==> src/pru_pkg.sv <==
`default_nettype none

package pru_pkg;

  // Sizing of the line store and the enlargement factor.
  localparam int MAX_WIDTH   = 1024;
  localparam int MAX_FACTOR  = 64;
  localparam int QUEUE_DEPTH = 4;

  // Derived widths.
  localparam int COL_W = (MAX_WIDTH > 1) ? $clog2(MAX_WIDTH) : 1;
  localparam int RPL_W = (MAX_FACTOR > 1) ? $clog2(MAX_FACTOR) : 1;

  // Configuration register widths and indexes.
  localparam int SW_W      = 11;
  localparam int SF_W      = 7;
  localparam int CFG_IDX_W = 1;
  localparam int CFG_DAT_W = SW_W;

  localparam logic [CFG_IDX_W-1:0] REG_SOURCE_WIDTH = 1'd0;
  localparam logic [CFG_IDX_W-1:0] REG_SCALE_FACTOR = 1'd1;

  // Input command codes.
  localparam logic CMD_PIXEL  = 1'b0;
  localparam logic CMD_REPLAY = 1'b1;

  typedef struct packed {
    logic [7:0] red;
    logic [7:0] green;
    logic [7:0] blue;
  } pixel_t;

  typedef struct packed {
    logic       command;
    logic [7:0] blue_in;
    logic [7:0] green_in;
    logic [7:0] red_in;
  } item_t;

  typedef struct packed {
    logic [7:0] blue_out;
    logic [7:0] green_out;
    logic [7:0] red_out;
    logic       row_end;
    logic [1:0] pad_count;
    logic       run_last;
    logic       bad_command;
  } result_t;

  // One classified input item: a pixel to be sent out factor times.
  typedef struct packed {
    pixel_t          pixel;
    logic [SF_W-1:0] factor;
    logic            ends;
    logic [1:0]      pad;
    logic            bad;
  } run_t;

endpackage

`default_nettype wire

==> src/pru_fifo.sv <==
`default_nettype none

module pru_fifo
  import pru_pkg::*;
(
  input  wire logic clk,
  input  wire logic rst,
  input  wire logic push,
  input  wire run_t wdata,
  input  wire logic pop,
  output run_t      rdata,
  output logic      full,
  output logic      empty
);

  localparam int PTR_W = (QUEUE_DEPTH > 1) ? $clog2(QUEUE_DEPTH) : 1;
  localparam int CNT_W = $clog2(QUEUE_DEPTH + 1);

  run_t             slots [QUEUE_DEPTH];
  logic [PTR_W-1:0] wr_ptr;
  logic [PTR_W-1:0] rd_ptr;
  logic [CNT_W-1:0] count;

  assign full  = (count == CNT_W'(QUEUE_DEPTH));
  assign empty = (count == '0);
  assign rdata = slots[rd_ptr];

  // Pointer and occupancy bookkeeping.
  always_ff @(posedge clk) begin
    if (rst) begin
      wr_ptr <= '0;
      rd_ptr <= '0;
      count  <= '0;
    end else begin
      if (push) begin
        wr_ptr <= (wr_ptr == PTR_W'(QUEUE_DEPTH - 1)) ? '0 : wr_ptr + PTR_W'(1);
      end
      if (pop) begin
        rd_ptr <= (rd_ptr == PTR_W'(QUEUE_DEPTH - 1)) ? '0 : rd_ptr + PTR_W'(1);
      end
      if (push && !pop) begin
        count <= count + CNT_W'(1);
      end else if (pop && !push) begin
        count <= count - CNT_W'(1);
      end
    end
  end

  // Entry storage.
  always_ff @(posedge clk) begin
    if (push) begin
      slots[wr_ptr] <= wdata;
    end
  end

`ifndef ASSERT_OFF
  a_no_overflow: assert property (@(posedge clk) disable iff (rst) push |-> !full)
    else $error("Run queue written while full.");
  a_no_underflow: assert property (@(posedge clk) disable iff (rst) pop |-> !empty)
    else $error("Run queue read while empty.");
`endif

endmodule

`default_nettype wire

==> config.mk <==
export PLATFORM = sky130hd
export DESIGN_NAME = pru_fifo
export DESIGN_NICKNAME = d
export VERILOG_FILES = /design/src/pru_pkg.sv /design/src/pru_fifo.sv
export SDC_FILE = /design/constraint.sdc
export NUM_CORES = 1
export LEC_CHECK = 0
export BUFFER_PORTS_ARGS = -buffer_cell sky130_fd_sc_hd__buf_2
export CORE_MARGIN = 2
export CORE_UTILIZATION = 40
export DETAILED_ROUTE_END_ITERATION = 12
export GPL_ROUTABILITY_DRIVEN = 0
export HOLD_SLACK_MARGIN = 0.15
export SYNTH_ARGS = -nofsm -noshare
export SYNTH_HDL_FRONTEND = slang
export SYNTH_SLANG_ARGS = --single-unit
export TNS_END_PERCENT = 5
==> constraint.sdc <==
create_clock -name clk -period 1.6 [get_ports clk]
set_input_delay 0.32 -clock clk [delete_from_list [all_inputs] [get_ports clk]]
set_output_delay 0.32 -clock clk [all_outputs]
set_load 0.01 [all_outputs]
==> results by group <==
Outcome
  – Result of the run: complete, but fails checks
  – Violated checks: negative setup slack

Floorplan
  – Initial Utilization: 0.404
  – Ports: 76
  – Num rows: 43
  – Chip width: 122 µm
  – Die H: 122 µm
  – Core outline area: 13,700 µm²
  – Total Die Area: 14,800 µm²

Timing
  – Highest Clock Rate: 502 MHz
  – Unrepaired setup endpoints after global routing: true
  – Number of slew-limit violations in the final report: 0
  – Fin. Hold Viols: 0
  – Final worst clock skew: 0.00414 ns
  – Total of endpoints with negative setup slack in the final report: 35
  – Final cycle utilization of the critical path: 1.24
  – Slew at the pin closest to its max-slew limit: 0.346 ns
  – Crit path time final: 1.99 ns
  – Setup slack of the critical path after layout: -0.392 ns
  – Max-Slew Margin vs Limit: 0.769

Setup path
  – CP Max Fanout: 15
  – Endpoint kind of the worst setup timing path: primary output
  – Required time of the critical path: 1.28 ns
  – Critical path startpoint category: register
  – R2R depth: 4
  – Arrival time of data at the critical path endpoint: 1.67 ns
  – CP Class: register to primary output

Detailed routing
  – Via Count: 2,668
  – Number of iterations in the first detailed-routing pass: 4
  – Wire length reported by the detailed router: 10,000 µm
  – Initial DRC count: 154
  – Vias per cell: 4.77
  – Routed Antenna Nets: 0
  – Number of remaining DRC errors: 0
  – Average detailed-routed wire length per instance: 18.0 µm

Synth
  – Sequential share of the synthesized area: 0.791
  – Average size of a mapped cell: 24.4 µm²
  – Netlist area before placement: 5540 µm²
  – Number of nets in the synthesized netlist: 273
  – Yosys reg bits: 149
  – Gate count of the mapped netlist: 227
  – Number of warning messages in the yosys log: 0
  – Count of distinct cell types in the synthesized netlist: 20

Clock network
  – Clk sinks: 149
  – Buffer levels on the longest clock path: 2
  – # H-tree levels: 4
  – Clock-pin slew reported for the worst setup and hold paths after clock tree synthesis: 0.06 ns
  – Root buffer selected by CTS: sky130_fd_sc_hd__clkbuf_16
  – Clock latency of the later-clocked register in the worst-skew pair: 0.41 ns
  – CTS tree: yes
  – TritonCTS buffer count: 17

Min path
  – Hold crit path type: primary input to register
  – Worst Hold Path Cells: 2

Power
  – Total Power: 0.00939 W
  – Internal power consumption: 0.00740 W
  – Switching share of power: 0.212
  – Leak pwr: 2.57 nW
  – Switching power total: 0.00199 W
  – Fraction of power consumed by the clock network: 0.417
  – Combinational cell fraction of total power: 0.101
  – Largest voltage drop on the vdd net: 684 µV
  – Relative contribution of sequential cells to total power: 0.481
  – Ratio of total power to cell area: 1280 nW/µm²

Finish
  – Final Instance Count excl. Fillers: 559
  – Final core utilization: 0.534
  – Fraction of layout instances using a drive strength above 1: 0.427
  – Nets: 412
  – ANT cells: 0
  – Top library cells by usage in the layout, fill and taps aside: 140 x sky130_fd_sc_hd__edfxtp_1, 58 x sky130_fd_sc_hd__buf_2, 35 x sky130_fd_sc_hd__dlygate4sd3_1
  – Filler Cells Inserted: 1,110
  – Area Growth Syn to Fin: 32.3%
  – Sequential standard cell area: 4390 µm²
  – Multi-input gate area in the final layout: 1040 µm²
  – Leading cell type in the layout, fill and taps excluded: sky130_fd_sc_hd__edfxtp_1

Placed design
  – Worst slack after detailed placement: -0.144 ns
  – Number of buffers inserted by port buffering: 75
  – Detail Placement HPWL: 6280 µm
  – # placed instances: 492

Global route
  – Gr usage total: 0.148
  – Number of global-route vias before repair: 2,933
  – First-pass GRT wire length: 15,700 µm
  – Aggregate global routing overflow: 0
  – Pin count of the biggest net entering global routing: 27
  – Initial antenna violation count: 0

Flow run
  – Number of maximum-capacitance violations: 0
## stage by stage
stage               setup TNS (ns)  cell area, µm²  hold slack (ns)
global route                -14.87            7330            0.180
global placement            -0.140            6290            0.479
CTS                         -13.77            7300            0.180
detailed placement          -0.205            6290            0.496
floorplan                   -19.74            5540            0.389
finish                      -12.38            7330            0.190
## worst max-delay path, stage by stage, from the launching register on
cell and delay, ns:
sky130_fd_sc_hd__dfxtp_4 0.39, sky130_fd_sc_hd__buf_12 0.18, sky130_fd_sc_hd__mux4_2 0.54, sky130_fd_sc_hd__buf_6 0.14
## path summary, 6_finish.rpt
path	from	slack, ns	end
worst max register to register	count[0]	0.15	count[2]
worst min register to register	count[2]	0.50	count[2]
worst max-delay path	register	-0.39	rdata[22]
worst min-delay path	rst	0.19	count[2]
## layer usage
metal / share of wire / GRT usage
met3: 0.048 / 0.0566
met5: 0 / 0
met1: 0.45 / 0.183
met2: 0.49 / 0.240
met4: 0.010 / 0.0496
## cells by family after synthesis
family | count (synthesis) | share of synthesized area
buffers and inverters | 12 | 0.0192
xor gates and xnor gates | 2 | 0.00316
AOI/OAI and AO/OA | 3 | 0.00271
adders and majority gates | 7 | 0.0172
muxes | 39 | 0.153
DFF | 149 | 0.791
and+or+nand+nor | 15 | 0.0140
## layout make-up
cell class | count | area share
Clock inverter | 15 | 0.0224
Clock buffer | 17 | 0.0580
Tap cell | 180 | 0.0307
Timing Repair Buffer | 128 | 0.146
Multi-Input combinational cell | 66 | 0.142
Sequential cell | 149 | 0.599
Inverter | 4 | 0.00205
## cell usage after synthesis
cell | number | area [µm²]
sky130_fd_sc_hd__dfxtp_1 | 9 | 180
sky130_fd_sc_hd__clkbuf_2 | 1 | 5.00
sky130_fd_sc_hd__inv_1 | 4 | 15.0
sky130_fd_sc_hd__buf_12 | 3 | 60.1
sky130_fd_sc_hd__o21ai_0 | 1 | 5.00
sky130_fd_sc_hd__mux2i_1 | 4 | 40.0
sky130_fd_sc_hd__buf_2 | 3 | 15.0
sky130_fd_sc_hd__nor3b_1 | 2 | 15.0
sky130_fd_sc_hd__or3_1 | 1 | 6.26
sky130_fd_sc_hd__fa_1 | 1 | 20.0
sky130_fd_sc_hd__ha_1 | 6 | 75.1
sky130_fd_sc_hd__xor2_1 | 2 | 17.5
sky130_fd_sc_hd__edfxtp_1 | 140 | 4200
sky130_fd_sc_hd__buf_6 | 1 | 11.3
sky130_fd_sc_hd__mux4_1 | 5 | 131
sky130_fd_sc_hd__and2_1 | 4 | 25.0
sky130_fd_sc_hd__mux4_2 | 30 | 676
sky130_fd_sc_hd__a21oi_1 | 2 | 10.0
sky130_fd_sc_hd__nor2_1 | 7 | 26.3
sky130_fd_sc_hd__nor3_1 | 1 | 5.00
## registers in the layout, summed over array words and instances, names as in the netlist, named ones only
register	count
rd_ptr	2
slots	140
wr_ptr	2
count	3
## power by group through the flow
stage | logic (W) | registers, W | clock network, W
floorplan | 0.000469 | 0.00458 | 0
global placement | 0.000810 | 0.00459 | 0
detailed placement | 0.000825 | 0.00460 | 0
CTS | 0.000943 | 0.00452 | 0.00401
global route | 0.00104 | 0.00454 | 0.00418
finish | 0.000949 | 0.00452 | 0.00392
## repair_timing
item / in CTS / in global routing
hold endpoints to repair: 140 / 0
resized for setup: 14 / 9
setup endpoints to repair: 35 / 35
buffers inserted: 0 / 0
hold buffers: 35 / 0
(Power assumes the default switching activity.)
