==> src/pru_pkg.sv <==
`default_nettype none

package pru_pkg;

  // Sizing of the line store and the enlargement factor.
  localparam int MAX_WIDTH   = 1024;
  localparam int MAX_FACTOR  = 64;
  localparam int QUEUE_DEPTH = 4;

  // Derived widths.
  localparam int COL_W = (MAX_WIDTH > 1) ? $clog2(MAX_WIDTH) : 1;
  localparam int RPL_W = (MAX_FACTOR > 1) ? $clog2(MAX_FACTOR) : 1;

  // Configuration register widths and indexes.
  localparam int SW_W      = 11;
  localparam int SF_W      = 7;
  localparam int CFG_IDX_W = 1;
  localparam int CFG_DAT_W = SW_W;

  localparam logic [CFG_IDX_W-1:0] REG_SOURCE_WIDTH = 1'd0;
  localparam logic [CFG_IDX_W-1:0] REG_SCALE_FACTOR = 1'd1;

  // Input command codes.
  localparam logic CMD_PIXEL  = 1'b0;
  localparam logic CMD_REPLAY = 1'b1;

  typedef struct packed {
    logic [7:0] red;
    logic [7:0] green;
    logic [7:0] blue;
  } pixel_t;

  typedef struct packed {
    logic       command;
    logic [7:0] blue_in;
    logic [7:0] green_in;
    logic [7:0] red_in;
  } item_t;

  typedef struct packed {
    logic [7:0] blue_out;
    logic [7:0] green_out;
    logic [7:0] red_out;
    logic       row_end;
    logic [1:0] pad_count;
    logic       run_last;
    logic       bad_command;
  } result_t;

  // One classified input item: a pixel to be sent out factor times.
  typedef struct packed {
    pixel_t          pixel;
    logic [SF_W-1:0] factor;
    logic            ends;
    logic [1:0]      pad;
    logic            bad;
  } run_t;

endpackage

`default_nettype wire

==> src/pru_back.sv <==
`default_nettype none

module pru_back
  import pru_pkg::*;
(
  input  wire logic clk,
  input  wire logic rst,
  input  wire run_t head,
  input  wire logic empty,
  output logic      pop,
  output logic      result_valid,
  input  wire logic result_stall,
  output result_t   result
);

  logic [RPL_W-1:0] copy;
  logic             last;
  logic             advance;

  assign advance = !result_valid || !result_stall;
  assign last    = head.bad || (SF_W'(copy) + SF_W'(1) >= head.factor);
  assign pop     = advance && !empty && last;

  // Copy counter across one run.
  always_ff @(posedge clk) begin
    if (rst) begin
      copy         <= '0;
      result_valid <= 1'b0;
    end else if (advance) begin
      result_valid <= !empty;
      if (!empty) begin
        copy <= last ? '0 : copy + RPL_W'(1);
      end
    end
  end

  // Output register: loads the next copy whenever a run is queued and not stalled.
  always_ff @(posedge clk) begin
    if (advance && !empty) begin
      result.blue_out    <= head.pixel.blue;
      result.green_out   <= head.pixel.green;
      result.red_out     <= head.pixel.red;
      result.row_end     <= last && head.ends && !head.bad;
      result.pad_count   <= (last && head.ends && !head.bad) ? head.pad : 2'd0;
      result.run_last    <= last;
      result.bad_command <= head.bad;
    end
  end

`ifndef ASSERT_OFF
  a_pop_on_run_last: assert property (@(posedge clk) disable iff (rst)
    pop |=> result_valid && result.run_last)
    else $error("Run retired without a result marked as its last.");
`endif

endmodule

`default_nettype wire

==> config.mk <==
export PLATFORM = sky130hd
export DESIGN_NAME = pru_back
export DESIGN_NICKNAME = d
export VERILOG_FILES = /design/src/pru_pkg.sv /design/src/pru_back.sv
export SDC_FILE = /design/constraint.sdc
export NUM_CORES = 1
export LEC_CHECK = 0
export BUFFER_PORTS_ARGS = -buffer_cell sky130_fd_sc_hd__buf_2
export CELL_PAD_IN_SITES_DETAIL_PLACEMENT = 0
export CELL_PAD_IN_SITES_GLOBAL_PLACEMENT = 1
export CORE_UTILIZATION = 32
export DETAILED_ROUTE_END_ITERATION = 12
export GPL_TIMING_DRIVEN = 0
export PLACE_DENSITY = 0.73
export SLEW_MARGIN = 25
export SYNTH_ARGS = -nofsm -noshare
export SYNTH_HDL_FRONTEND = slang
export SYNTH_SLANG_ARGS = --single-unit
==> constraint.sdc <==
create_clock -name clk -period 2.4 [get_ports clk]
set_clock_uncertainty 0.15 [all_clocks]
set_input_delay 0.12 -clock clk [delete_from_list [all_inputs] [get_ports clk]]
set_output_delay 0.12 -clock clk [all_outputs]
set_load 0.05 [all_outputs]
==> results_tabular.tex, run 1 <==
\begin{tabular}{lr}
\hline
Metric & Value \\
\hline
\multicolumn{2}{l}{\textbf{Timing}} \\
\quad Minimum clock period & about 2.7 ns \\
\quad Final-layout worst hold slack & 0.0519 ns \\
\quad Worst setup slack after layout & -0.317 ns \\
\quad Actual slew at the worst max-slew pin & a little under 0.9 ns \\
\quad Final setup viols & 11 \\
\quad Fmax & $\sim$370 MHz \\
\quad Headroom to the max-slew limit & a little over two fifths \\
\quad Max-slew violation total from the final report & 0 \\
\quad Ratio of final minimum period to clock period & 113\% \\
\quad Final hold vios & 0 \\
\quad Setup repair after global routing missed its margin & yes \\
\multicolumn{2}{l}{\textbf{Yosys}} \\
\quad Yosys synthesis warning count & 0 \\
\quad Summed instance area of the synthesized netlist & between 0.001 and 0.0015 sq mm \\
\quad Post-synthesis async set-or-reset flop share & 0\% \\
\quad Primary FF master, synth & sky130\_fd\_sc\_hd\_\_edfxtp\_1 \\
\quad Cell type contributing the most total cell area after synthesis & sky130\_fd\_sc\_hd\_\_edfxtp\_1 \\
\quad Post-Syn Instances & 94 \\
\quad Synth Area per Inst & 15.8 sq um \\
\quad Share of the yosys chip area belonging to registers & around two thirds \\
\quad Synth top area cells & sky130\_fd\_sc\_hd\_\_edfxtp\_1, sky130\_fd\_sc\_hd\_\_dfxtp\_1, sky130\_fd\_sc\_hd\_\_ha\_1 \\
\quad Area fraction of the dominant cell type after synthesis & 58.7\% \\
\quad Count of flip-flops with a built-in enable after synthesis & 29 \\
\quad Number of flip-flops and latches in the synthesized netlist & 36 \\
\quad Number of nets in the synthesized netlist & roughly 140 \\
\quad Number of different library cells in the post-synthesis netlist & 27 \\
\multicolumn{2}{l}{\textbf{Die}} \\
\quad Number of placed I/O pins & 70 \\
\quad Core area & $\sim$0.0044 sq mm \\
\quad DIE AREA & approximately 0.0049 sq mm \\
\quad Number of cell rows & 24 \\
\quad Initial Util & between 30 and 40\% \\
\quad Overall die height & 70.1 um \\
\quad Chip width & around 70 um \\
\multicolumn{2}{l}{\textbf{Clocking}} \\
\quad Clock sink count & 36 \\
\quad Longest Clk Path Bufs & 2 \\
\quad Root Buffer Master & sky130\_fd\_sc\_hd\_\_clkbuf\_8 \\
\quad Clock tree from TritonCTS & yes \\
\quad Later-pin clock latency in the skew report & about 0.28 ns \\
\quad Depth of the CTS H-tree & 2 \\
\quad Inserted Clock Buffers & 5 \\
\quad Clock-pin slew reported for the worst setup and hold paths after clock tree synthesis & approximately 0.07 ns \\
\multicolumn{2}{l}{\textbf{Critical path}} \\
\quad Crit-path slowest cell & sky130\_fd\_sc\_hd\_\_dfxtp\_4 \\
\quad Start of the worst register-to-register path & copy[3] \\
\quad CP Data Required Time & approximately 2.1 ns \\
\quad Delay of the slowest cell on the worst path & between 0.3 and 0.4 ns \\
\quad CP startpoint kind & flop \\
\quad Arrival time worst endpoint & around 2.5 ns \\
\quad Critical path startpoint & copy[3] \\
\quad Kind of capture point of the worst setup path & output port \\
\quad Crit path cell chain & nand2\_2 -> nor2\_4 -> xor2\_1 -> ha\_1 -> a21o\_1 -> a2111oi\_2 -> o21ai\_1 -> buf\_6 -> and2\_4 -> buf\_8 \\
\quad Crit-path max FO & 5 \\
\quad Class of the most critical setup path & reg -> out \\
\multicolumn{2}{l}{\textbf{Routing}} \\
\quad Aggregate routed wire length & around 3.7 mm \\
\quad Detailed Route Iter0 Violations & between 50 and 60 \\
\quad First-pass iteration count of the detailed router & 4 \\
\quad Antenna violation net count after detailed routing & 0 \\
\quad DR WL/cell & between 10 and 15 um \\
\quad Number of design rule violations left after detail routing & 0 \\
\quad Routed vias & approximately 1200 \\
\quad Via density per instance & between 4 and 5 \\
\multicolumn{2}{l}{\textbf{Power and ir drop}} \\
\quad Total Power & about 1.4 mW \\
\quad Share of power burned in combinational logic & 20.7\% \\
\quad Static Leakage & about 1.1 nW \\
\quad Largest voltage drop on the vdd net & 0.242 mV \\
\quad Switching power share of the total & 27.7\% \\
\quad Cell Int Power & slightly above 1 mW \\
\quad Clk pwr share & $\sim$28\% \\
\quad Net switching power & 0.388 mW \\
\quad Pwr/cell area & $\sim$580 mW/mm\^{}2 \\
\quad Flop pwr share & roughly half \\
\multicolumn{2}{l}{\textbf{Cells and area}} \\
\quad Relative area change from synthesis to final layout & 63.5\% \\
\quad Number of diodes & 0 \\
\quad Fraction of layout instances using a drive strength above 1 & 51.0\% \\
\quad Cell area after layout & about 0.0024 sq mm \\
\quad Net count of the finished layout & $\sim$260 \\
\quad Most common library cell in the layout ignoring fill and taps & sky130\_fd\_sc\_hd\_\_buf\_2 \\
\quad Fill cells & between 300 and 400 \\
\quad End-of-flow core utilization & 55.0\% \\
\quad Most frequent cells in the layout & sky130\_fd\_sc\_hd\_\_buf\_2, sky130\_fd\_sc\_hd\_\_edfxtp\_1, sky130\_fd\_sc\_hd\_\_dlygate4sd3\_1 \\
\multicolumn{2}{l}{\textbf{Global routing}} \\
\quad Number of antenna violations at the first check in global routing & 0 \\
\quad Remaining global-route overflow & 0 \\
\quad Wire length of the first global-routing pass & 5.94 mm \\
\quad Via count of the first global-routing pass & roughly 1200 \\
\quad Pin count of the biggest net entering global routing & 39 \\
\quad Global-route usage over all layers & between 10\% and 20\% \\
\multicolumn{2}{l}{\textbf{Min path}} \\
\quad Hold\_sp & head[3] \\
\quad Hold WC Path Type & in -> reg \\
\multicolumn{2}{l}{\textbf{Run status}} \\
\quad Result of the run & complete, but fails checks \\
\quad Violated checks & setup timing \\
\multicolumn{2}{l}{\textbf{Placement}} \\
\quad Sum of net half-perimeters after detailed placement & between 2 and 2.5 mm \\
\quad Routability Congestion & 0.762 \\
\quad Dpl ws & -0.285 ns \\
\quad Count of buffers inserted at the top-level ports & between 60 and 70 \\
\quad Placed cell area & approximately 0.0019 sq mm \\
\multicolumn{2}{l}{\textbf{Job}} \\
\quad Max-cap viol count & 0 \\
\hline
\end{tabular}
## critical path, delay by kind of cell (launching register included)
family / cells / cell delay [ns]
flops: 1 / 0.39
compound gates: 3 / 0.67
simple gates: 3 / 0.35
fa+ha+maj: 1 / 0.29
buf+inv: 2 / 0.29
xor+xnor: 1 / 0.18
## cell type report
class	instances	area, sq um	area share, %
buffer	2	16.3	0.670
clock buffer	5	68.8	2.84
clock inverter	2	7.51	0.309
inverter	6	22.5	0.928
multi-input combinational	49	477	19.6
sequential	36	1030	42.3
tap	52	65.1	2.68
timing repair buffer	108	742	30.6
## power groups by stage
stage / Sequential (mW) / Clock, mW / Combinational (mW)
6_report: 0.722 / 0.387 / 0.289
4_1_cts: 0.724 / 0.400 / 0.291
3_3_place_gp: 0.738 / 0 / 0.227
2_1_floorplan: 0.844 / 0 / 0.0504
5_1_grt: 0.725 / 0.429 / 0.308
3_5_place_dp: 0.738 / 0 / 0.232
## synthesized netlist by cell type, drive strengths merged, types with 3 or more instances
master,number
xnor2,4
nand4,3
nand2,3
inv,6
dfxtp,7
ha,8
xor2,5
edfxtp,29
a211oi,6
buf,3
nand3,3
## state kept, by name (all words and copies together) (netlist names)
signal,cells
copy,6
result,29
result_valid,1
## cells by family after synthesis
kind of cell               after synthesis  share of synthesized area [%]
AOI/OAI and AO/OA                       13                           8.18
and+or+nand+nor                         18                           7.84
muxes                                    1                          0.675
xor gates and xnor gates                 9                           5.31
adders and majority gates                8                           6.75
buffers and inverters                    9                           3.12
DFF                                     36                           68.1
## metal layers
metal	vias up	share of wire (%)	track usage (%)
met3	2	7.4	4.33
met1	522	43	19.3
li1	580	-	-
met4	0	0.30	3.33
met2	62	49	27.2
met5	-	0	0
## final timing paths
check / depth (start not counted) / end / slack [ns]
setup / recovery: 10 / pop / -0.32
hold / removal: 2 / result[4] / 0.05
setup reg to reg: 10 / result[2] / -0.20
hold reg to reg: 2 / copy[5] / 0.47
## metrics by stage
step           cells  TNS [ns]
2_1_floorplan     94         0
3_3_place_gp     215    -0.471
3_5_place_dp     215     -1.55
4_1_cts          260     -2.82
5_1_grt          260     -3.09
6_report         260     -1.80
## timing repair
action / 4_1_cts / 5_1_grt
buffers inserted: 10 / 2
hold buffers: 28 / 0
hold endpoints to repair: 32 / 0
setup endpoints to repair: 11 / 11
resized for setup: 19 / 3
pin swaps: 15 / 8
No activity file was read; power rests on OpenSTA's default activity.
==> run 2: changes to the inputs <==
- SETUP_SLACK_MARGIN: not set -> 0.4
==> run 2 against run 1 <==
Compared with the run above:
- the flow still finishes with violations (setup timing)
- total power increased by 3.9%
- sequential share of layout area decreased by 1.2 points
- die area unchanged
- combinational power about the same
- worst hold slack got worse by 0.021 ns
- clock power increased by 14%
- fmax increased by 1.6%
- non-clock buffer count increased by 5
- routed wire length decreased by 8.2%
- worst setup slack improved by 0.044 ns
- global-route usage decreased by 1.4 points
- critical endpoint is now result[3]
==> results_tabular.tex, run 2 (synthesis gave the netlist of run 1 again) <==
\begin{tabular}{lr}
\hline
Metric & Value \\
\hline
\multicolumn{2}{l}{\textbf{Min path}} \\
\quad Worst Hold End & result[4] (unchanged) \\
\quad Hold\_sp & head[3] (unchanged) \\
\quad Hold WC Path Type & in -> reg (unchanged) \\
\quad Hold Crit Depth & 2 (unchanged) \\
\multicolumn{2}{l}{\textbf{Routing}} \\
\quad Detailed Route Iter0 Violations & 86 (was 52) \\
\quad Antenna violation net count after detailed routing & 0 (unchanged) \\
\quad Number of design rule violations left after detail routing & 0 (unchanged) \\
\quad DR WL/cell & 12.6 um (was 14.1 um) \\
\quad Aggregate routed wire length & 3.36 mm (was 3.66 mm) \\
\quad Via density per instance & 4.46 (was 4.48) \\
\quad First-pass iteration count of the detailed router & 4 (unchanged) \\
\quad Routed vias & 1186 (was 1166) \\
\multicolumn{2}{l}{\textbf{Clocking}} \\
\quad Inserted Clock Buffers & 5 (unchanged) \\
\quad Clock-pin slew reported for the worst setup and hold paths after clock tree synthesis & 0.07 ns (about the same) \\
\quad Longest Clk Path Bufs & 2 (unchanged) \\
\quad Root Buffer Master & sky130\_fd\_sc\_hd\_\_clkbuf\_8 (unchanged) \\
\quad Later-pin clock latency in the skew report & 0.28 ns (about the same) \\
\quad Depth of the CTS H-tree & 2 (unchanged) \\
\quad Clock tree from TritonCTS & yes (unchanged) \\
\quad Clock sink count & 36 (unchanged) \\
\multicolumn{2}{l}{\textbf{Placement}} \\
\quad Sum of net half-perimeters after detailed placement & 2.12 mm (was 2.23 mm) \\
\quad Dpl ws & -0.167 ns (was -0.285 ns) \\
\quad Count of buffers inserted at the top-level ports & 69 (unchanged) \\
\quad Routability Congestion & 0.722 (was 0.762) \\
\multicolumn{2}{l}{\textbf{Critical path}} \\
\quad Crit-path slowest cell & sky130\_fd\_sc\_hd\_\_ha\_1 (was sky130\_fd\_sc\_hd\_\_dfxtp\_4) \\
\quad Worst r2r dst & result[3] (was result[2]) \\
\quad Start of the worst register-to-register path & copy[2] (was copy[3]) \\
\quad CP Data Required Time & 2.29 ns (was 2.13 ns) \\
\quad Register-to-register setup slack & -0.27 ns (was -0.20 ns) \\
\quad Crit path cell chain & buf\_6 -> nand3\_4 -> nor2\_4 -> xor2\_1 -> ha\_1 -> a21o\_1 -> a2111oi\_2 -> o21ai\_1 -> buf\_4 -> buf\_6 -> buf\_6 -> buf\_6 -> and4b\_1 (was nand2\_2 -> nor2\_4 -> xor2\_1 -> ha\_1 -> a21o\_1 -> a2111oi\_2 -> o21ai\_1 -> buf\_6 -> and2\_4 -> buf\_8) \\
\quad Count of cells along the worst register-to-register path & 13 (was 10) \\
\quad Crit-path max FO & 3 (was 5) \\
\quad Critical path startpoint & copy[2] (was copy[3]) \\
\quad Class of the most critical setup path & reg -> reg (was reg -> out) \\
\quad Kind of capture point of the worst setup path & flop (was output port) \\
\quad Arrival time worst endpoint & 2.56 ns (was 2.45 ns) \\
\quad CP startpoint kind & flop (unchanged) \\
\quad Delay of the slowest cell on the worst path & 0.33 ns (was 0.39 ns) \\
\quad Most Frequent Cell on Critical Path & sky130\_fd\_sc\_hd\_\_buf\_6 \\
\quad Cell type group with the largest total delay on the critical path & compound AO/OA/AOI/OAI gates (unchanged) \\
\quad Worst path bufs/invs & 5 (was 2) \\
\multicolumn{2}{l}{\textbf{Die}} \\
\quad Chip width & 70.1 um (unchanged) \\
\quad Number of cell rows & 24 (unchanged) \\
\quad Core area & 0.00441 sq mm (unchanged) \\
\quad DIE AREA & 0.00491 sq mm (unchanged) \\
\quad Overall die height & 70.1 um (unchanged) \\
\quad Number of placed I/O pins & 70 (unchanged) \\
\quad Initial Util & 33.6\% (unchanged) \\
\multicolumn{2}{l}{\textbf{Global routing}} \\
\quad Pin count of the biggest net entering global routing & 39 (unchanged) \\
\quad Via count of the first global-routing pass & 1212 (was 1246) \\
\quad Remaining global-route overflow & 0 (unchanged) \\
\quad Number of antenna violations at the first check in global routing & 0 (unchanged) \\
\quad Global-route usage over all layers & 14.2\% (was 15.6\%) \\
\quad Wire length of the first global-routing pass & 5.40 mm (was 5.94 mm) \\
\multicolumn{2}{l}{\textbf{Cells and area}} \\
\quad Net count of the finished layout & 260 (was 255) \\
\quad Leading registers by flop count & result x29, copy x6, result\_valid x1 (unchanged) \\
\quad Most common library cell in the layout ignoring fill and taps & sky130\_fd\_sc\_hd\_\_buf\_2 (unchanged) \\
\quad Relative area change from synthesis to final layout & 67.9\% (was 63.5\%) \\
\quad Register with the most flip-flops & result (unchanged) \\
\quad Fraction of layout instances using a drive strength above 1 & 53.3\% (was 51.0\%) \\
\quad Flip-flop count of the largest register after layout & 29 (unchanged) \\
\quad Number of diodes & 0 (unchanged) \\
\quad Most frequent cells in the layout & sky130\_fd\_sc\_hd\_\_buf\_2, sky130\_fd\_sc\_hd\_\_edfxtp\_1, sky130\_fd\_sc\_hd\_\_dlygate4sd3\_1 (unchanged) \\
\multicolumn{2}{l}{\textbf{Timing}} \\
\quad Fmax & 374 MHz (was 368 MHz) \\
\quad Post-route setup TNS & -1.62 ns (was -1.80 ns) \\
\quad Setup repair after global routing missed its margin & yes (unchanged) \\
\quad Max-slew violation total from the final report & 0 (unchanged) \\
\quad Actual slew at the worst max-slew pin & 0.878 ns (was 0.866 ns) \\
\quad Minimum clock period & 2.67 ns (was 2.72 ns) \\
\quad Final setup viols & 11 (unchanged) \\
\quad Worst setup slack after layout & -0.273 ns (was -0.317 ns) \\
\quad Headroom to the max-slew limit & 41.5\% (was 42.2\%) \\
\quad Final hold vios & 0 (unchanged) \\
\quad Ratio of final minimum period to clock period & 111\% (was 113\%) \\
\multicolumn{2}{l}{\textbf{Job}} \\
\quad Max-cap viol count & 0 (unchanged) \\
\multicolumn{2}{l}{\textbf{Run status}} \\
\quad Result of the run & complete, but fails checks (unchanged) \\
\quad Violated checks & setup timing (unchanged) \\
\multicolumn{2}{l}{\textbf{Power and ir drop}} \\
\quad Static Leakage & 1.10 nW (was 1.07 nW) \\
\quad Pwr/cell area & 583 mW/mm\^{}2 (was 577 mW/mm\^{}2) \\
\quad Total Power & 1.45 mW (was 1.40 mW) \\
\quad Largest voltage drop on the vdd net & 0.356 mV (was 0.242 mV) \\
\hline
\end{tabular}
[run 2: cell types whose count changed in the layout (fill, tap and decap cells not counted), sizes merged]
cell,change
clkinv,-2
buf,+5
clkbuf,+2
clkinvlp,+1
[run 2: layer usage]
| layer | track usage, % | up-vias | part of all wire [%] |
|---|---|---|---|
| met4 | 4.00 | 0 | 1.2 |
| met5 | 0 | - | 0 |
| li1 | - | 589 | - |
| met3 | 5.05 | 6 | 6.8 |
| met1 | 16.0 | 541 | 42 |
| met2 | 25.2 | 50 | 50 |
[run 2: per-stage QoR]
stage                     cell area, sq um  util, %  instances  hold WS (ns)
after floorplan                       1530        -         94        0.0254
after global placement                1940     43.9        215         0.147
after detailed placement              1940     43.9        215         0.148
after CTS                             2450     55.6        264        0.0206
after global routing                  2490     56.4        266        0.0354
final                                 2490     56.4        266        0.0309
[run 2: report_power, final]
| group | internal, mW | leakage, nW | switching (mW) | total [mW] |
|---|---|---|---|---|
| Clock | 0.233 | 0.0445 | 0.209 | 0.442 |
| Combinational | 0.111 | 0.714 | 0.177 | 0.288 |
| Sequential | 0.711 | 0.342 | 0.0121 | 0.723 |
| Total | 1.06 | 1.10 | 0.398 | 1.45 |
[run 2: repair_timing]
| item | 4_1_cts | 5_1_grt |
|---|---|---|
| hold buffers | 28 | 0 |
| resized for setup | 12 | 5 |
| setup buffers | 13 | 2 |
| pin swaps | 10 | 3 |
| endpoints found under the hold margin | 32 | 0 |
| setup endpoints to repair | 11 | 11 |
[run 2: layout make-up]
class	instances	area (sq um)
inverters	6	22.5
repair buffers	112	767
multi-input cells	49	490
plain buffers	3	27.5
clock inverters	1	7.51
flip-flops and latches	36	1020
clock buffers	7	86.3
well taps	52	65.1
fillers	375	1920
[run 2: how the worst max path moves through the flow]
stage	to	slack, ns	depth (start not counted)
floorplan	result[2]	0.08	10
global placement	pop	-0.15	10
detailed placement	pop	-0.17	10
CTS	pop	-0.29	11
global route	pop	-0.35	11
finish	result[3]	-0.27	13
==> run 3: changes to the inputs <==
- CORE_ASPECT_RATIO: not set -> 0.8
==> run 3 against run 2 <==
Compared with the run above:
- the run still ends with setup timing left
- combinational power about the same
- sequential power about the same
- sequential share of layout area increased by 0.52 points
- non-clock buffer count decreased by 5
- die area about the same
- register-to-register slack improved by 0.04 ns
- critical path depth decreased by 2
- global-route usage increased by 0.99 points
- core utilization increased by 0.65 points
- largest cell class unchanged
- largest power group unchanged
==> results_tabular.tex, run 3 (synthesis gave the netlist of run 1 again) <==
\begin{tabular}{lr}
\hline
Metric & Value \\
\hline
\multicolumn{2}{l}{\textbf{Critical path}} \\
\quad Arrival time worst endpoint & 2.38 ns (was 2.56 ns) \\
\quad Most Frequent Cell on Critical Path & sky130\_fd\_sc\_hd\_\_buf\_6 (unchanged) \\
\quad Start of the worst register-to-register path & copy[2] (unchanged) \\
\quad Crit-path max FO & 3 (unchanged) \\
\quad CP startpoint kind & flop (unchanged) \\
\quad Cell type group with the largest total delay on the critical path & compound AO/OA/AOI/OAI gates (unchanged) \\
\quad CP Data Required Time & 2.13 ns (was 2.29 ns) \\
\quad Worst path bufs/invs & 3 (was 5) \\
\quad Delay of the slowest cell on the worst path & 0.37 ns (was 0.33 ns) \\
\quad Crit-path slowest cell & sky130\_fd\_sc\_hd\_\_a2111oi\_4 (was sky130\_fd\_sc\_hd\_\_ha\_1) \\
\quad Crit path cell chain & buf\_6 -> nand3\_4 -> nor2\_2 -> xor2\_1 -> ha\_1 -> a21o\_1 -> a2111oi\_4 -> o21ai\_2 -> buf\_6 -> and2\_4 -> buf\_8 (was buf\_6 -> nand3\_4 -> nor2\_4 -> xor2\_1 -> ha\_1 -> a21o\_1 -> a2111oi\_2 -> o21ai\_1 -> buf\_4 -> buf\_6 -> buf\_6 -> buf\_6 -> and4b\_1) \\
\quad Critical path startpoint & copy[2] (unchanged) \\
\quad Class of the most critical setup path & reg -> out (was reg -> reg) \\
\quad Kind of capture point of the worst setup path & output port (was flop) \\
\multicolumn{2}{l}{\textbf{Cells and area}} \\
\quad Fraction of layout instances using a drive strength above 1 & 52.2\% (was 53.3\%) \\
\quad Number of diodes & 0 (unchanged) \\
\quad Relative area change from synthesis to final layout & 65.8\% (was 67.9\%) \\
\quad End-of-flow core utilization & 57.1\% (was 56.4\%) \\
\quad Register with the most flip-flops & result (unchanged) \\
\quad Net count of the finished layout & 255 (was 260) \\
\quad Most frequent cells in the layout & sky130\_fd\_sc\_hd\_\_buf\_2, sky130\_fd\_sc\_hd\_\_edfxtp\_1, sky130\_fd\_sc\_hd\_\_dlygate4sd3\_1 (unchanged) \\
\quad Fill cells & 375 (unchanged) \\
\quad Most common library cell in the layout ignoring fill and taps & sky130\_fd\_sc\_hd\_\_buf\_2 (unchanged) \\
\quad Flip-flop count of the largest register after layout & 29 (unchanged) \\
\quad Leading registers by flop count & result x29, copy x6, result\_valid x1 (unchanged) \\
\multicolumn{2}{l}{\textbf{Global routing}} \\
\quad Remaining global-route overflow & 0 (unchanged) \\
\quad Number of antenna violations at the first check in global routing & 0 (unchanged) \\
\quad Global-route usage over all layers & 15.2\% (was 14.2\%) \\
\quad Wire length of the first global-routing pass & 5.56 mm (was 5.40 mm) \\
\quad Via count of the first global-routing pass & 1208 (was 1212) \\
\quad Pin count of the biggest net entering global routing & 39 (unchanged) \\
\multicolumn{2}{l}{\textbf{Timing}} \\
\quad Setup repair after global routing missed its margin & yes (unchanged) \\
\quad Actual slew at the worst max-slew pin & 0.860 ns (was 0.878 ns) \\
\quad Worst setup slack after layout & -0.248 ns (was -0.273 ns) \\
\quad Final hold vios & 0 (unchanged) \\
\quad Headroom to the max-slew limit & 42.6\% (was 41.5\%) \\
\quad Final setup viols & 10 (was 11) \\
\quad Max-slew violation total from the final report & 0 (unchanged) \\
\quad Final-layout worst hold slack & 0.0448 ns (was 0.0309 ns) \\
\quad Minimum clock period & 2.65 ns (was 2.67 ns) \\
\quad Fmax & 378 MHz (was 374 MHz) \\
\quad Ratio of final minimum period to clock period & 110\% (was 111\%) \\
\multicolumn{2}{l}{\textbf{Routing}} \\
\quad Via density per instance & 4.44 (was 4.46) \\
\quad Routed vias & 1181 (was 1186) \\
\quad First-pass iteration count of the detailed router & 4 (unchanged) \\
\quad Aggregate routed wire length & 3.55 mm (was 3.36 mm) \\
\quad Detailed Route Iter0 Violations & 32 (was 86) \\
\quad Number of design rule violations left after detail routing & 0 (unchanged) \\
\quad Antenna violation net count after detailed routing & 0 (unchanged) \\
\quad DR WL/cell & 13.3 um (was 12.6 um) \\
\multicolumn{2}{l}{\textbf{Min path}} \\
\quad Hold WC Path Type & in -> reg (unchanged) \\
\quad Hold\_sp & head[1] (was head[3]) \\
\multicolumn{2}{l}{\textbf{Placement}} \\
\quad Count of buffers inserted at the top-level ports & 69 (unchanged) \\
\quad Dpl ws & -0.151 ns (was -0.167 ns) \\
\quad Sum of net half-perimeters after detailed placement & 2.21 mm (was 2.12 mm) \\
\quad Routability Congestion & 0.709 (was 0.722) \\
\multicolumn{2}{l}{\textbf{Power and ir drop}} \\
\quad Pwr/cell area & 620 mW/mm\^{}2 (was 583 mW/mm\^{}2) \\
\quad Total Power & 1.52 mW (was 1.45 mW) \\
\quad Static Leakage & 1.08 nW (was 1.10 nW) \\
\quad Largest voltage drop on the vdd net & 0.279 mV (was 0.356 mV) \\
\multicolumn{2}{l}{\textbf{Clocking}} \\
\quad Clock tree from TritonCTS & yes (unchanged) \\
\quad Clock-pin slew reported for the worst setup and hold paths after clock tree synthesis & 0.07 ns (about the same) \\
\quad Depth of the CTS H-tree & 2 (unchanged) \\
\quad Inserted Clock Buffers & 5 (unchanged) \\
\quad Clock sink count & 36 (unchanged) \\
\quad Later-pin clock latency in the skew report & 0.27 ns (was 0.28 ns) \\
\quad Root Buffer Master & sky130\_fd\_sc\_hd\_\_clkbuf\_8 (unchanged) \\
\quad Longest Clk Path Bufs & 2 (unchanged) \\
\multicolumn{2}{l}{\textbf{Die}} \\
\quad DIE AREA & 0.00492 sq mm (was 0.00491 sq mm) \\
\quad Number of placed I/O pins & 70 (unchanged) \\
\quad Chip width & 78.1 um (was 70.1 um) \\
\quad Number of cell rows & 21 (was 24) \\
\quad Initial Util & 34.4\% (was 33.6\%) \\
\quad Overall die height & 62.9 um (was 70.1 um) \\
\quad Core area & 0.00431 sq mm (was 0.00441 sq mm) \\
\multicolumn{2}{l}{\textbf{Job}} \\
\quad Max-cap viol count & 0 (unchanged) \\
\multicolumn{2}{l}{\textbf{Run status}} \\
\quad Result of the run & complete, but fails checks (unchanged) \\
\quad Violated checks & setup timing (unchanged) \\
\hline
\end{tabular}
## run 3: changes by cell type in the layout (fill, tap and decap cells not counted), sizes merged
cell / previous run / this run
clkinv: 0 / 1
clkbuf: 7 / 5
buf: 87 / 82
bufinv: 0 / 1
## run 3: timing repair
item | 4_1_cts | 5_1_grt
setup endpoints to repair | 11 | 11
pin swaps | 8 | 7
endpoints found under the hold margin | 32 | 0
setup buffers | 6 | 4
hold buffers | 28 | 0
gates resized for setup | 7 | 6
## run 3: stage by stage
step / TNS [ns] / std cells / cell area, sq um
after CTS: -0.494 / 262 / 2400
final: -1.45 / 266 / 2460
after global placement: -0.213 / 220 / 1940
after detailed placement: -0.284 / 220 / 1940
after global routing: -2.16 / 266 / 2460
after floorplan: 0 / 94 / 1530
## run 3: power by group
part	switching, mW	total [mW]	internal [mW]	leakage (nW)
clock network	0.210	0.517	0.307	0.0541
logic	0.179	0.285	0.106	0.683
registers	0.0125	0.724	0.711	0.342
total	0.401	1.52	1.12	1.08
## run 3: metal layers
layer  track usage (%)  vias to the layer above  share of wire (%)
met5                 0                        -                  0
li1                  -                      581                  -
met4              7.87                        0                2.4
met3              4.67                        8                5.5
met1              16.5                      556                 38
met2              26.5                       36                 54
## run 3: path summary, 6_finish.rpt
| kind | to | slack [ns] | cells past startpoint |
|---|---|---|---|
| max reg2reg | result[2] | -0.23 | 12 |
| min reg2reg | copy[4] | 0.48 | 2 |
| min | result[2] | 0.04 | 2 |
| max | pop | -0.25 | 11 |
## run 3: area by class of cell
class	count	area (sq um)	area share, %
Clock inverter	3	42.5	1.73
Tap cell	57	71.3	2.90
Multi-Input combinational cell	49	480	19.5
Inverter	6	22.5	0.916
Clock buffer	5	68.8	2.80
Timing Repair Buffer	107	722	29.3
Buffer	3	27.5	1.12
Sequential cell	36	1020	41.7
